==> src/hdl/sltfr_pkg.sv <==
// Shared types, constants and register codes for the sync/length/type frame receiver.
package sltfr_pkg;

	localparam logic [7:0] SYNC_FIRST  = 8'hAA;
	localparam logic [7:0] SYNC_SECOND = 8'h55;

	localparam logic [7:0]  PAYLOAD_LEN_RST   = 8'd16;
	localparam logic [7:0]  FRAME_TYPE_RST    = 8'd1;
	localparam logic [15:0] TIMEOUT_TICKS_RST = 16'd50;

	localparam int CFG_IDX_W  = 2;
	localparam int CFG_DATA_W = 16;

	localparam int MID_DEPTH_DEF = 4;
	localparam int OUT_DEPTH_DEF = 2;

	typedef enum logic [CFG_IDX_W-1:0] {
		REG_PAYLOAD_LEN   = 2'd0,
		REG_FRAME_TYPE    = 2'd1,
		REG_TIMEOUT_TICKS = 2'd2
	} cfg_idx_t;

	typedef enum logic [1:0] {
		EV_PAYLOAD  = 2'd0,
		EV_TIMEOUT  = 2'd1,
		EV_BAD_LEN  = 2'd2,
		EV_BAD_TYPE = 2'd3
	} ev_kind_t;

	typedef struct packed {
		logic [7:0]  payload_len;
		logic [7:0]  frame_type;
		logic [15:0] timeout_ticks;
	} cfg_t;

	// Classified input beat handed from the front to the back
	typedef struct packed {
		logic       is_tick;
		logic [7:0] data;
		logic       is_sync1;
		logic       is_sync2;
		logic       len_ok;
		logic       type_ok;
	} item_t;

	typedef struct packed {
		ev_kind_t   kind;
		logic [7:0] data;
		logic       last;
	} result_t;

	localparam int ITEM_W   = $bits(item_t);
	localparam int RESULT_W = $bits(result_t);

endpackage

==> src/hdl/sltfr_queue.sv <==
// Small first-in first-out queue with a register array and push/pop counters.
module sltfr_queue #(
	parameter int WIDTH = 8,
	parameter int DEPTH = 2
) (
	input  logic             clk,
	input  logic             arst_n,
	input  logic             push,
	input  logic [WIDTH-1:0] wdata,
	output logic             full,
	input  logic             pop,
	output logic [WIDTH-1:0] rdata,
	output logic             empty
);

	localparam int PTR_W = (DEPTH > 1) ? $clog2(DEPTH) : 1;
	localparam int CNT_W = $clog2(DEPTH + 1);
	localparam logic [PTR_W-1:0] PTR_LAST = PTR_W'(DEPTH - 1);
	localparam logic [CNT_W-1:0] CNT_FULL = CNT_W'(DEPTH);

	logic [WIDTH-1:0] mem_q [DEPTH];
	logic [PTR_W-1:0] wr_ptr_q;
	logic [PTR_W-1:0] rd_ptr_q;
	logic [CNT_W-1:0] count_q;
	logic             do_push;
	logic             do_pop;

	assign full    = (count_q == CNT_FULL);
	assign empty   = (count_q == '0);
	assign do_push = push && !full;
	assign do_pop  = pop && !empty;
	assign rdata   = mem_q[rd_ptr_q];

	// Store the incoming beat
	always_ff @(posedge clk) begin
		if (do_push) begin
			mem_q[wr_ptr_q] <= wdata;
		end
	end

	// Advance pointers and occupancy
	always_ff @(posedge clk or negedge arst_n) begin
		if (!arst_n) begin
			wr_ptr_q <= '0;
			rd_ptr_q <= '0;
			count_q  <= '0;
		end else begin
			if (do_push) begin
				wr_ptr_q <= (wr_ptr_q == PTR_LAST) ? '0 : wr_ptr_q + 1'b1;
			end
			if (do_pop) begin
				rd_ptr_q <= (rd_ptr_q == PTR_LAST) ? '0 : rd_ptr_q + 1'b1;
			end
			if (do_push && !do_pop) begin
				count_q <= count_q + 1'b1;
			end else if (do_pop && !do_push) begin
				count_q <= count_q - 1'b1;
			end
		end
	end

endmodule

==> src/hdl/sltfr_front.sv <==
// Front stage: accept input beats, classify them against the sync bytes and configuration.
module sltfr_front (
	input  logic                 clk,
	input  logic                 arst_n,
	input  sltfr_pkg::cfg_t      cfg,
	input  logic                 push,
	output logic                 full,
	input  logic                 req_type,
	input  logic [7:0]           rx_byte,
	output logic                 mid_push,
	output sltfr_pkg::item_t     mid_item,
	input  logic                 mid_full
);

	logic             valid_s1;
	sltfr_pkg::item_t item_s1;
	sltfr_pkg::item_t item_d;
	logic             take;
	logic [8:0]       exp_len;

	// Stage is free when empty or when its beat moves on this cycle
	assign full     = valid_s1 && mid_full;
	assign take     = push && !full;
	assign mid_push = valid_s1 && !mid_full;
	assign mid_item = item_s1;

	// Classify the beat; a length of 255 never matches
	always_comb begin
		exp_len          = {1'b0, cfg.payload_len} + 9'd1;
		item_d.is_tick   = req_type;
		item_d.data      = rx_byte;
		item_d.is_sync1  = (rx_byte == sltfr_pkg::SYNC_FIRST);
		item_d.is_sync2  = (rx_byte == sltfr_pkg::SYNC_SECOND);
		item_d.len_ok    = ({1'b0, rx_byte} == exp_len);
		item_d.type_ok   = (rx_byte == cfg.frame_type);
	end

	always_ff @(posedge clk) begin
		if (take) begin
			item_s1 <= item_d;
		end
	end

	always_ff @(posedge clk or negedge arst_n) begin
		if (!arst_n) begin
			valid_s1 <= 1'b0;
		end else if (take) begin
			valid_s1 <= 1'b1;
		end else if (mid_push) begin
			valid_s1 <= 1'b0;
		end
	end

endmodule

==> src/hdl/sltfr_back.sv <==
// Back end: frame state machine that turns classified beats into result events.
module sltfr_back (
	input  logic                 clk,
	input  logic                 arst_n,
	input  sltfr_pkg::cfg_t      cfg,
	input  logic                 mid_empty,
	input  sltfr_pkg::item_t     mid_item,
	output logic                 mid_pop,
	input  logic                 out_full,
	output logic                 out_push,
	output sltfr_pkg::result_t   out_res
);

	typedef enum logic [5:0] {
		PH_HUNT    = 6'b000001,
		PH_SYNC2   = 6'b000010,
		PH_LEN     = 6'b000100,
		PH_TYPE    = 6'b001000,
		PH_DRAIN   = 6'b010000,
		PH_PAYLOAD = 6'b100000
	} phase_t;

	phase_t      phase_q,      phase_d;
	logic [7:0]  bytes_left_q, bytes_left_d;
	logic [15:0] wait_ticks_q, wait_ticks_d;
	logic        drain_kind_q, drain_kind_d;
	logic        go;
	logic        emit;
	sltfr_pkg::result_t res;
	logic        len_zero;
	logic        final_byte;

	// Take a beat only when a result has room to go
	assign go       = !mid_empty && !out_full;
	assign mid_pop  = go;
	assign out_push = go && emit;
	assign out_res  = res;
	assign len_zero   = (cfg.payload_len == '0);
	assign final_byte = (bytes_left_q == 8'd1);

	// Next-state and event decode
	always_comb begin
		phase_d      = phase_q;
		bytes_left_d = bytes_left_q;
		wait_ticks_d = wait_ticks_q;
		drain_kind_d = drain_kind_q;
		emit         = 1'b0;
		res.kind     = sltfr_pkg::EV_PAYLOAD;
		res.data     = '0;
		res.last     = 1'b0;
		if (mid_item.is_tick) begin
			if (phase_q != PH_HUNT) begin
				if (wait_ticks_q >= cfg.timeout_ticks) begin
					phase_d      = PH_HUNT;
					wait_ticks_d = '0;
					bytes_left_d = '0;
					emit         = 1'b1;
					res.kind     = sltfr_pkg::EV_TIMEOUT;
				end else begin
					wait_ticks_d = wait_ticks_q + 16'd1;
				end
			end
		end else begin
			wait_ticks_d = '0;
			case (phase_q)
				PH_SYNC2: begin
					phase_d = mid_item.is_sync2 ? PH_LEN : PH_HUNT;
				end
				PH_LEN: begin
					if (!mid_item.len_ok) begin
						if (mid_item.data == '0) begin
							phase_d  = PH_HUNT;
							emit     = 1'b1;
							res.kind = sltfr_pkg::EV_BAD_LEN;
						end else begin
							bytes_left_d = mid_item.data;
							drain_kind_d = 1'b0;
							phase_d      = PH_DRAIN;
						end
					end else begin
						phase_d = PH_TYPE;
					end
				end
				PH_TYPE: begin
					if (len_zero) begin
						phase_d = PH_HUNT;
						if (!mid_item.type_ok) begin
							emit     = 1'b1;
							res.kind = sltfr_pkg::EV_BAD_TYPE;
						end
					end else begin
						bytes_left_d = cfg.payload_len;
						drain_kind_d = !mid_item.type_ok;
						phase_d      = mid_item.type_ok ? PH_PAYLOAD : PH_DRAIN;
					end
				end
				PH_DRAIN: begin
					bytes_left_d = bytes_left_q - 8'd1;
					if (final_byte) begin
						phase_d  = PH_HUNT;
						emit     = 1'b1;
						res.kind = drain_kind_q ? sltfr_pkg::EV_BAD_TYPE
						                        : sltfr_pkg::EV_BAD_LEN;
					end
				end
				PH_PAYLOAD: begin
					bytes_left_d = bytes_left_q - 8'd1;
					emit         = 1'b1;
					res.data     = mid_item.data;
					res.last     = final_byte;
					if (final_byte) begin
						phase_d = PH_HUNT;
					end
				end
				default: begin
					// Hunting, and any stray code behaves as hunting
					phase_d = mid_item.is_sync1 ? PH_SYNC2 : PH_HUNT;
				end
			endcase
		end
	end

	always_ff @(posedge clk or negedge arst_n) begin
		if (!arst_n) begin
			phase_q      <= PH_HUNT;
			bytes_left_q <= '0;
			wait_ticks_q <= '0;
			drain_kind_q <= 1'b0;
		end else if (go) begin
			phase_q      <= phase_d;
			bytes_left_q <= bytes_left_d;
			wait_ticks_q <= wait_ticks_d;
			drain_kind_q <= drain_kind_d;
		end
	end

endmodule

==> src/hdl/sync_length_type_frame_receiver.sv <==
// Top level: configuration registers, front classifier, beat queue, frame back end, result queue.
// A result reaches the result ports through the front register, the mid queue and the result queue.
// Throughput: one input beat per cycle while no queue is full; the back end's one-beat-per-cycle state machine sets it.
// The front stalls only when the mid queue is full; the back stalls only when the result queue is.
// Reset (arst_n low, asynchronous): queues empty, hunting for the first sync byte, counters zero,
// registers at payload_len 16, frame_type 1, timeout_ticks 50.
module sync_length_type_frame_receiver #(
	parameter int MID_DEPTH = sltfr_pkg::MID_DEPTH_DEF,
	parameter int OUT_DEPTH = sltfr_pkg::OUT_DEPTH_DEF
) (
	input  logic                            clk,
	input  logic                            arst_n,
	input  logic                            push,
	output logic                            full,
	input  logic                            req_type,
	input  logic [7:0]                      rx_byte,
	output logic                            empty,
	input  logic                            pop,
	output logic [1:0]                      event_kind,
	output logic [7:0]                      payload_byte,
	output logic                            last_byte,
	input  logic                            cfg_we,
	input  logic [sltfr_pkg::CFG_IDX_W-1:0] cfg_idx,
	input  logic [sltfr_pkg::CFG_DATA_W-1:0] cfg_wdata
);

	sltfr_pkg::cfg_t    cfg_q;
	logic               mid_push;
	logic               mid_pop;
	logic               mid_full;
	logic               mid_empty;
	sltfr_pkg::item_t   mid_wr_item;
	sltfr_pkg::item_t   mid_rd_item;
	logic [sltfr_pkg::ITEM_W-1:0] mid_rdata;
	logic               out_push;
	logic               out_full;
	sltfr_pkg::result_t out_res;
	sltfr_pkg::result_t head_res;
	logic [sltfr_pkg::RESULT_W-1:0] out_rdata;

	// Hold the configuration registers
	always_ff @(posedge clk or negedge arst_n) begin
		if (!arst_n) begin
			cfg_q.payload_len   <= sltfr_pkg::PAYLOAD_LEN_RST;
			cfg_q.frame_type    <= sltfr_pkg::FRAME_TYPE_RST;
			cfg_q.timeout_ticks <= sltfr_pkg::TIMEOUT_TICKS_RST;
		end else if (cfg_we) begin
			case (sltfr_pkg::cfg_idx_t'(cfg_idx))
				sltfr_pkg::REG_PAYLOAD_LEN:   cfg_q.payload_len   <= cfg_wdata[7:0];
				sltfr_pkg::REG_FRAME_TYPE:    cfg_q.frame_type    <= cfg_wdata[7:0];
				sltfr_pkg::REG_TIMEOUT_TICKS: cfg_q.timeout_ticks <= cfg_wdata;
				default: ;
			endcase
		end
	end

	sltfr_front u_front (
		.clk      (clk),
		.arst_n   (arst_n),
		.cfg      (cfg_q),
		.push     (push),
		.full     (full),
		.req_type (req_type),
		.rx_byte  (rx_byte),
		.mid_push (mid_push),
		.mid_item (mid_wr_item),
		.mid_full (mid_full)
	);

	sltfr_queue #(
		.WIDTH (sltfr_pkg::ITEM_W),
		.DEPTH (MID_DEPTH)
	) u_mid_q (
		.clk    (clk),
		.arst_n (arst_n),
		.push   (mid_push),
		.wdata  (mid_wr_item),
		.full   (mid_full),
		.pop    (mid_pop),
		.rdata  (mid_rdata),
		.empty  (mid_empty)
	);

	assign mid_rd_item = sltfr_pkg::item_t'(mid_rdata);

	sltfr_back u_back (
		.clk       (clk),
		.arst_n    (arst_n),
		.cfg       (cfg_q),
		.mid_empty (mid_empty),
		.mid_item  (mid_rd_item),
		.mid_pop   (mid_pop),
		.out_full  (out_full),
		.out_push  (out_push),
		.out_res   (out_res)
	);

	sltfr_queue #(
		.WIDTH (sltfr_pkg::RESULT_W),
		.DEPTH (OUT_DEPTH)
	) u_out_q (
		.clk    (clk),
		.arst_n (arst_n),
		.push   (out_push),
		.wdata  (out_res),
		.full   (out_full),
		.pop    (pop),
		.rdata  (out_rdata),
		.empty  (empty)
	);

	// Present the oldest result
	assign head_res     = sltfr_pkg::result_t'(out_rdata);
	assign event_kind   = head_res.kind;
	assign payload_byte = head_res.data;
	assign last_byte    = head_res.last;

endmodule

==> config.mk <==
export PLATFORM = sky130hd
export DESIGN_NAME = sync_length_type_frame_receiver
export DESIGN_NICKNAME = d
export VERILOG_FILES = /design/src/hdl/sltfr_pkg.sv /design/src/hdl/sltfr_queue.sv /design/src/hdl/sltfr_front.sv /design/src/hdl/sltfr_back.sv /design/src/hdl/sync_length_type_frame_receiver.sv
export SDC_FILE = /design/constraint.sdc
export NUM_CORES = 1
export LEC_CHECK = 0
export BUFFER_PORTS_ARGS = -buffer_cell sky130_fd_sc_hd__clkbuf_2
export CAP_MARGIN = 5
export CORE_ASPECT_RATIO = 0.75
export CORE_MARGIN = 3
export CORE_UTILIZATION = 30
export DETAILED_ROUTE_END_ITERATION = 16
export HOLD_SLACK_MARGIN = 0.06
export REMOVE_ABC_BUFFERS = 1
export SLEW_MARGIN = 20
export SYNTH_ARGS = -nofsm -noshare
export SYNTH_HDL_FRONTEND = slang
export SYNTH_SLANG_ARGS = --single-unit
==> constraint.sdc <==
create_clock -name clk -period 7.6 [get_ports clk]
set_input_delay 1.52 -clock clk [delete_from_list [all_inputs] [get_ports clk]]
set_output_delay 1.52 -clock clk [all_outputs]
set_load 0.02 [all_outputs]
==> impl_metrics.env <==
export IMPL_critical_path_top_delay_family="compound AO/OA/AOI/OAI gates"
export IMPL_finalWeightedCongestion=0.8443
export IMPL_drc=0
export IMPL_r2r_slack_ps=3600
export IMPL_yosys_warnings=0
export IMPL_relSlewSlack=0.3782
export IMPL_rsz0062_at_grt="false"
export IMPL_fp_coreArea_um2=25210
export IMPL_dieArea_um2=27940
export IMPL_synthTopCellsByCount="edfxtp_1, dfrtp_1, nor2_1"
export IMPL_syn_inst=589
export IMPL_clk_pin_slew_worst_paths_ps=70
export IMPL_hold_viol_final=0
export IMPL_syn_cell_area_um2=7786
export IMPL_io_buffers=44
export IMPL_wl_per_cell_um=16.54
export IMPL_grt_total_usage=0.1237
export IMPL_crit_path_start_kind="flop"
export IMPL_ir_drop_mv=0.1916
export IMPL_power_w=0.003070
export IMPL_max_freq_ghz=0.2500
export IMPL_cp_cell_sequence="mux4_2, inv_1, a2111oi_2, a21oi_2, a21boi_4, nor2b_1"
export IMPL_firstDrtPassIters=7
export IMPL_cts_num_sinks=162
export IMPL_maxCapViolations=0
export IMPL_finalClockSkew_ps=15.76
export IMPL_cts_htree_levels=4
export IMPL_synth_largest_area_cell="edfxtp_1"
export IMPL_vias_per_cell=4.780
export IMPL_crit_slowest_cell="dfrtp_1"
export IMPL_cellPowerDensity_nw_per_um2=342.5
export IMPL_diodes=0
export IMPL_ys_seq_area_frac=0.5775
export IMPL_cp_num_buf_inv=1
export IMPL_cts_tree="yes"
export IMPL_dieHeight_um=145.5
export IMPL_grt_max_degree=76
export IMPL_min_path_type="flop to flop"
export IMPL_drive_gt1_frac=0.2239
export IMPL_post_cts_resized=0
export IMPL_drtIter0Drc=454
export IMPL_start_util=0.3088
export IMPL_dp_hpwl_mm=11.71
export IMPL_finalMaxSlewViolations=0
export IMPL_crit_path_max_incr_delay_ps=840
export IMPL_synth_distinct_cells=63
export IMPL_finalCritPeriodShare=0.5264
export IMPL_synth_top_cell_area_share=0.3355
export IMPL_worstPathArrival_ps=4050
export IMPL_tightest_slew_ps=930.7
export IMPL_cts_hold_buffers_added=0
export IMPL_status="finished clean"
export IMPL_power_leakage_nw=3.537
export IMPL_setup_violations_final=0
export IMPL_synth_seq_cells=162
export IMPL_ys_top_cells_by_area="edfxtp_1, dfrtp_1, mux2_2"
export IMPL_dr_total_vias=4732
export IMPL_clock_latency_ps=440
export IMPL_nets=700
export IMPL_cts_root_buf="clkbuf_16"
export IMPL_yosysMostFrequentCell="edfxtp_1"
export IMPL_die_w_um=192.0
export IMPL_crit_type="flop to flop"
export IMPL_synth_flop_cell="edfxtp_1"
export IMPL_post_cts_setup_buffer_count=0
export IMPL_async_flop_share=0.4630
export IMPL_setup_tns_ps=0
export IMPL_grt_overflow=0
export IMPL_syn_area_per_cell_um2=13.22
export IMPL_period_minus_slack_ps=4001
export IMPL_critPathRequiredTime_ps=7650
export IMPL_routed_wl_mm=16.38
export IMPL_grt_pass1_wl_mm=26.52
export IMPL_synth_edf_count=87
export IMPL_cts_buffers=17
export IMPL_rows=50
export IMPL_grt_pass1_vias=4532
export IMPL_path_max_fanout=16
export IMPL_ios=45
export IMPL_fin_hold_ws_ps=486.6
export IMPL_setup_worst_path_end_class="flop"
export IMPL_grt_antenna_before_repair=0
export IMPL_final_antenna_net_count=0
export IMPL_cts_max_path_buffers=2
export IMPL_syn_to_final_growth_pct=15.09
==> cell families after synthesis <==
kind of cell | Yosys count | synth area share
buf+inv | 46 | 0.02523
flops | 162 | 0.5775
simple gates | 178 | 0.1204
xor+xnor | 47 | 0.05287
compound gates | 68 | 0.06765
mux | 59 | 0.1088
fa+ha+maj | 29 | 0.04757
==> flip-flops by register name (all words and copies together) (netlist names) <==
name and count:
u_back.bytes_left_q 8, u_out_q.rd_ptr_q 1, u_back.drain_kind_q 1, u_front.valid_s1 1, u_mid_q.rd_ptr_q 2, u_mid_q.mem_q 52
u_mid_q.wr_ptr_q 2, u_out_q.count_q 2, u_mid_q.count_q 3, u_back.phase_q 6, u_out_q.wr_ptr_q 1, u_front.mid_item 13
u_back.wait_ticks_q 16, cfg_q 32, u_out_q.mem_q 22
==> metal layers <==
metal / GRT usage / part of all wire / wire length (um) / vias up
li1: - / - / - / 2282
met1: 0.1994 / 0.54 / 8833 / 2327
met3: 0.03227 / 0.051 / 833 / 8
met4: 0.03058 / 0.0067 / 110 / 0
met5: 0 / 0 / 0 / -
met2: 0.1620 / 0.40 / 6601 / 115
==> metrics by stage <==
| step | instance area (um2) | worst slack, ps | utilization | instances |
|---|---|---|---|---|
| after floorplan | 7702 | 4329 | - | 573 |
| after global placement | 8363 | 3619 | 0.3317 | 957 |
| after detailed placement | 8363 | 3544 | 0.3317 | 957 |
| after CTS | 8934 | 3511 | 0.3543 | 989 |
| after global routing | 8961 | 3235 | 0.3554 | 990 |
| final | 8961 | 3599 | 0.3554 | 990 |
==> worst register-to-register path: stages, from the launching register on <==
cell       delay [ps]
dfrtp_1           840
mux4_2            700
inv_1             170
a2111oi_2          80
a21oi_2           700
a21boi_4          360
nor2b_1           770
==> power breakdown <==
part | internal, W | switching (W) | total (W)
sequential | 0.00114 | 0.000170 | 0.00131
combinational | 0.000399 | 0.000515 | 0.000914
clock | 0.000461 | 0.000383 | 0.000844
==> cell type report <==
cell class                 instances  area (um2)
clock buffer                      17       425.4
clock inverter                    15       145.1
fill                            2444       16250
inverter                          30       112.6
multi-input combinational        381        3093
sequential                       162        4497
tap                              338       422.9
timing repair buffer              47       265.3
==> path summary, 6_finish.rpt <==
check / depth (start not counted) / from / end
hold / removal: 1 / u_out_q.wr_ptr_q / u_out_q.wr_ptr_q
min in group asynchronous: 1 / arst_n / cfg_q[25]
setup reg to reg: 6 / u_mid_q.rd_ptr_q[0] / u_out_q.mem_q[0][4]
max in group asynchronous: 2 / arst_n / u_back.phase_q[0]
setup / recovery: 6 / u_mid_q.rd_ptr_q[0] / u_out_q.mem_q[0][4]
hold reg to reg: 1 / u_out_q.wr_ptr_q / u_out_q.wr_ptr_q
==> cell usage in the layout (no fill, tap or decap), types with 7 or more instances in the layout <==
cell / n
edfxtp_1: 87
dfrtp_1: 69
nor2_1: 47
mux2_2: 45
clkbuf_2: 43
nand2_1: 31
xnor2_1: 29
inv_1: 29
ha_1: 28
xor2_1: 18
clkbuf_16: 17
nand3_1: 14
and2_1: 14
nor3_1: 13
o21ai_0: 12
o2bb2ai_1: 11
nand4_1: 11
mux4_1: 10
nor4_1: 8
a221oi_1: 7
(Power assumes the default switching activity.)
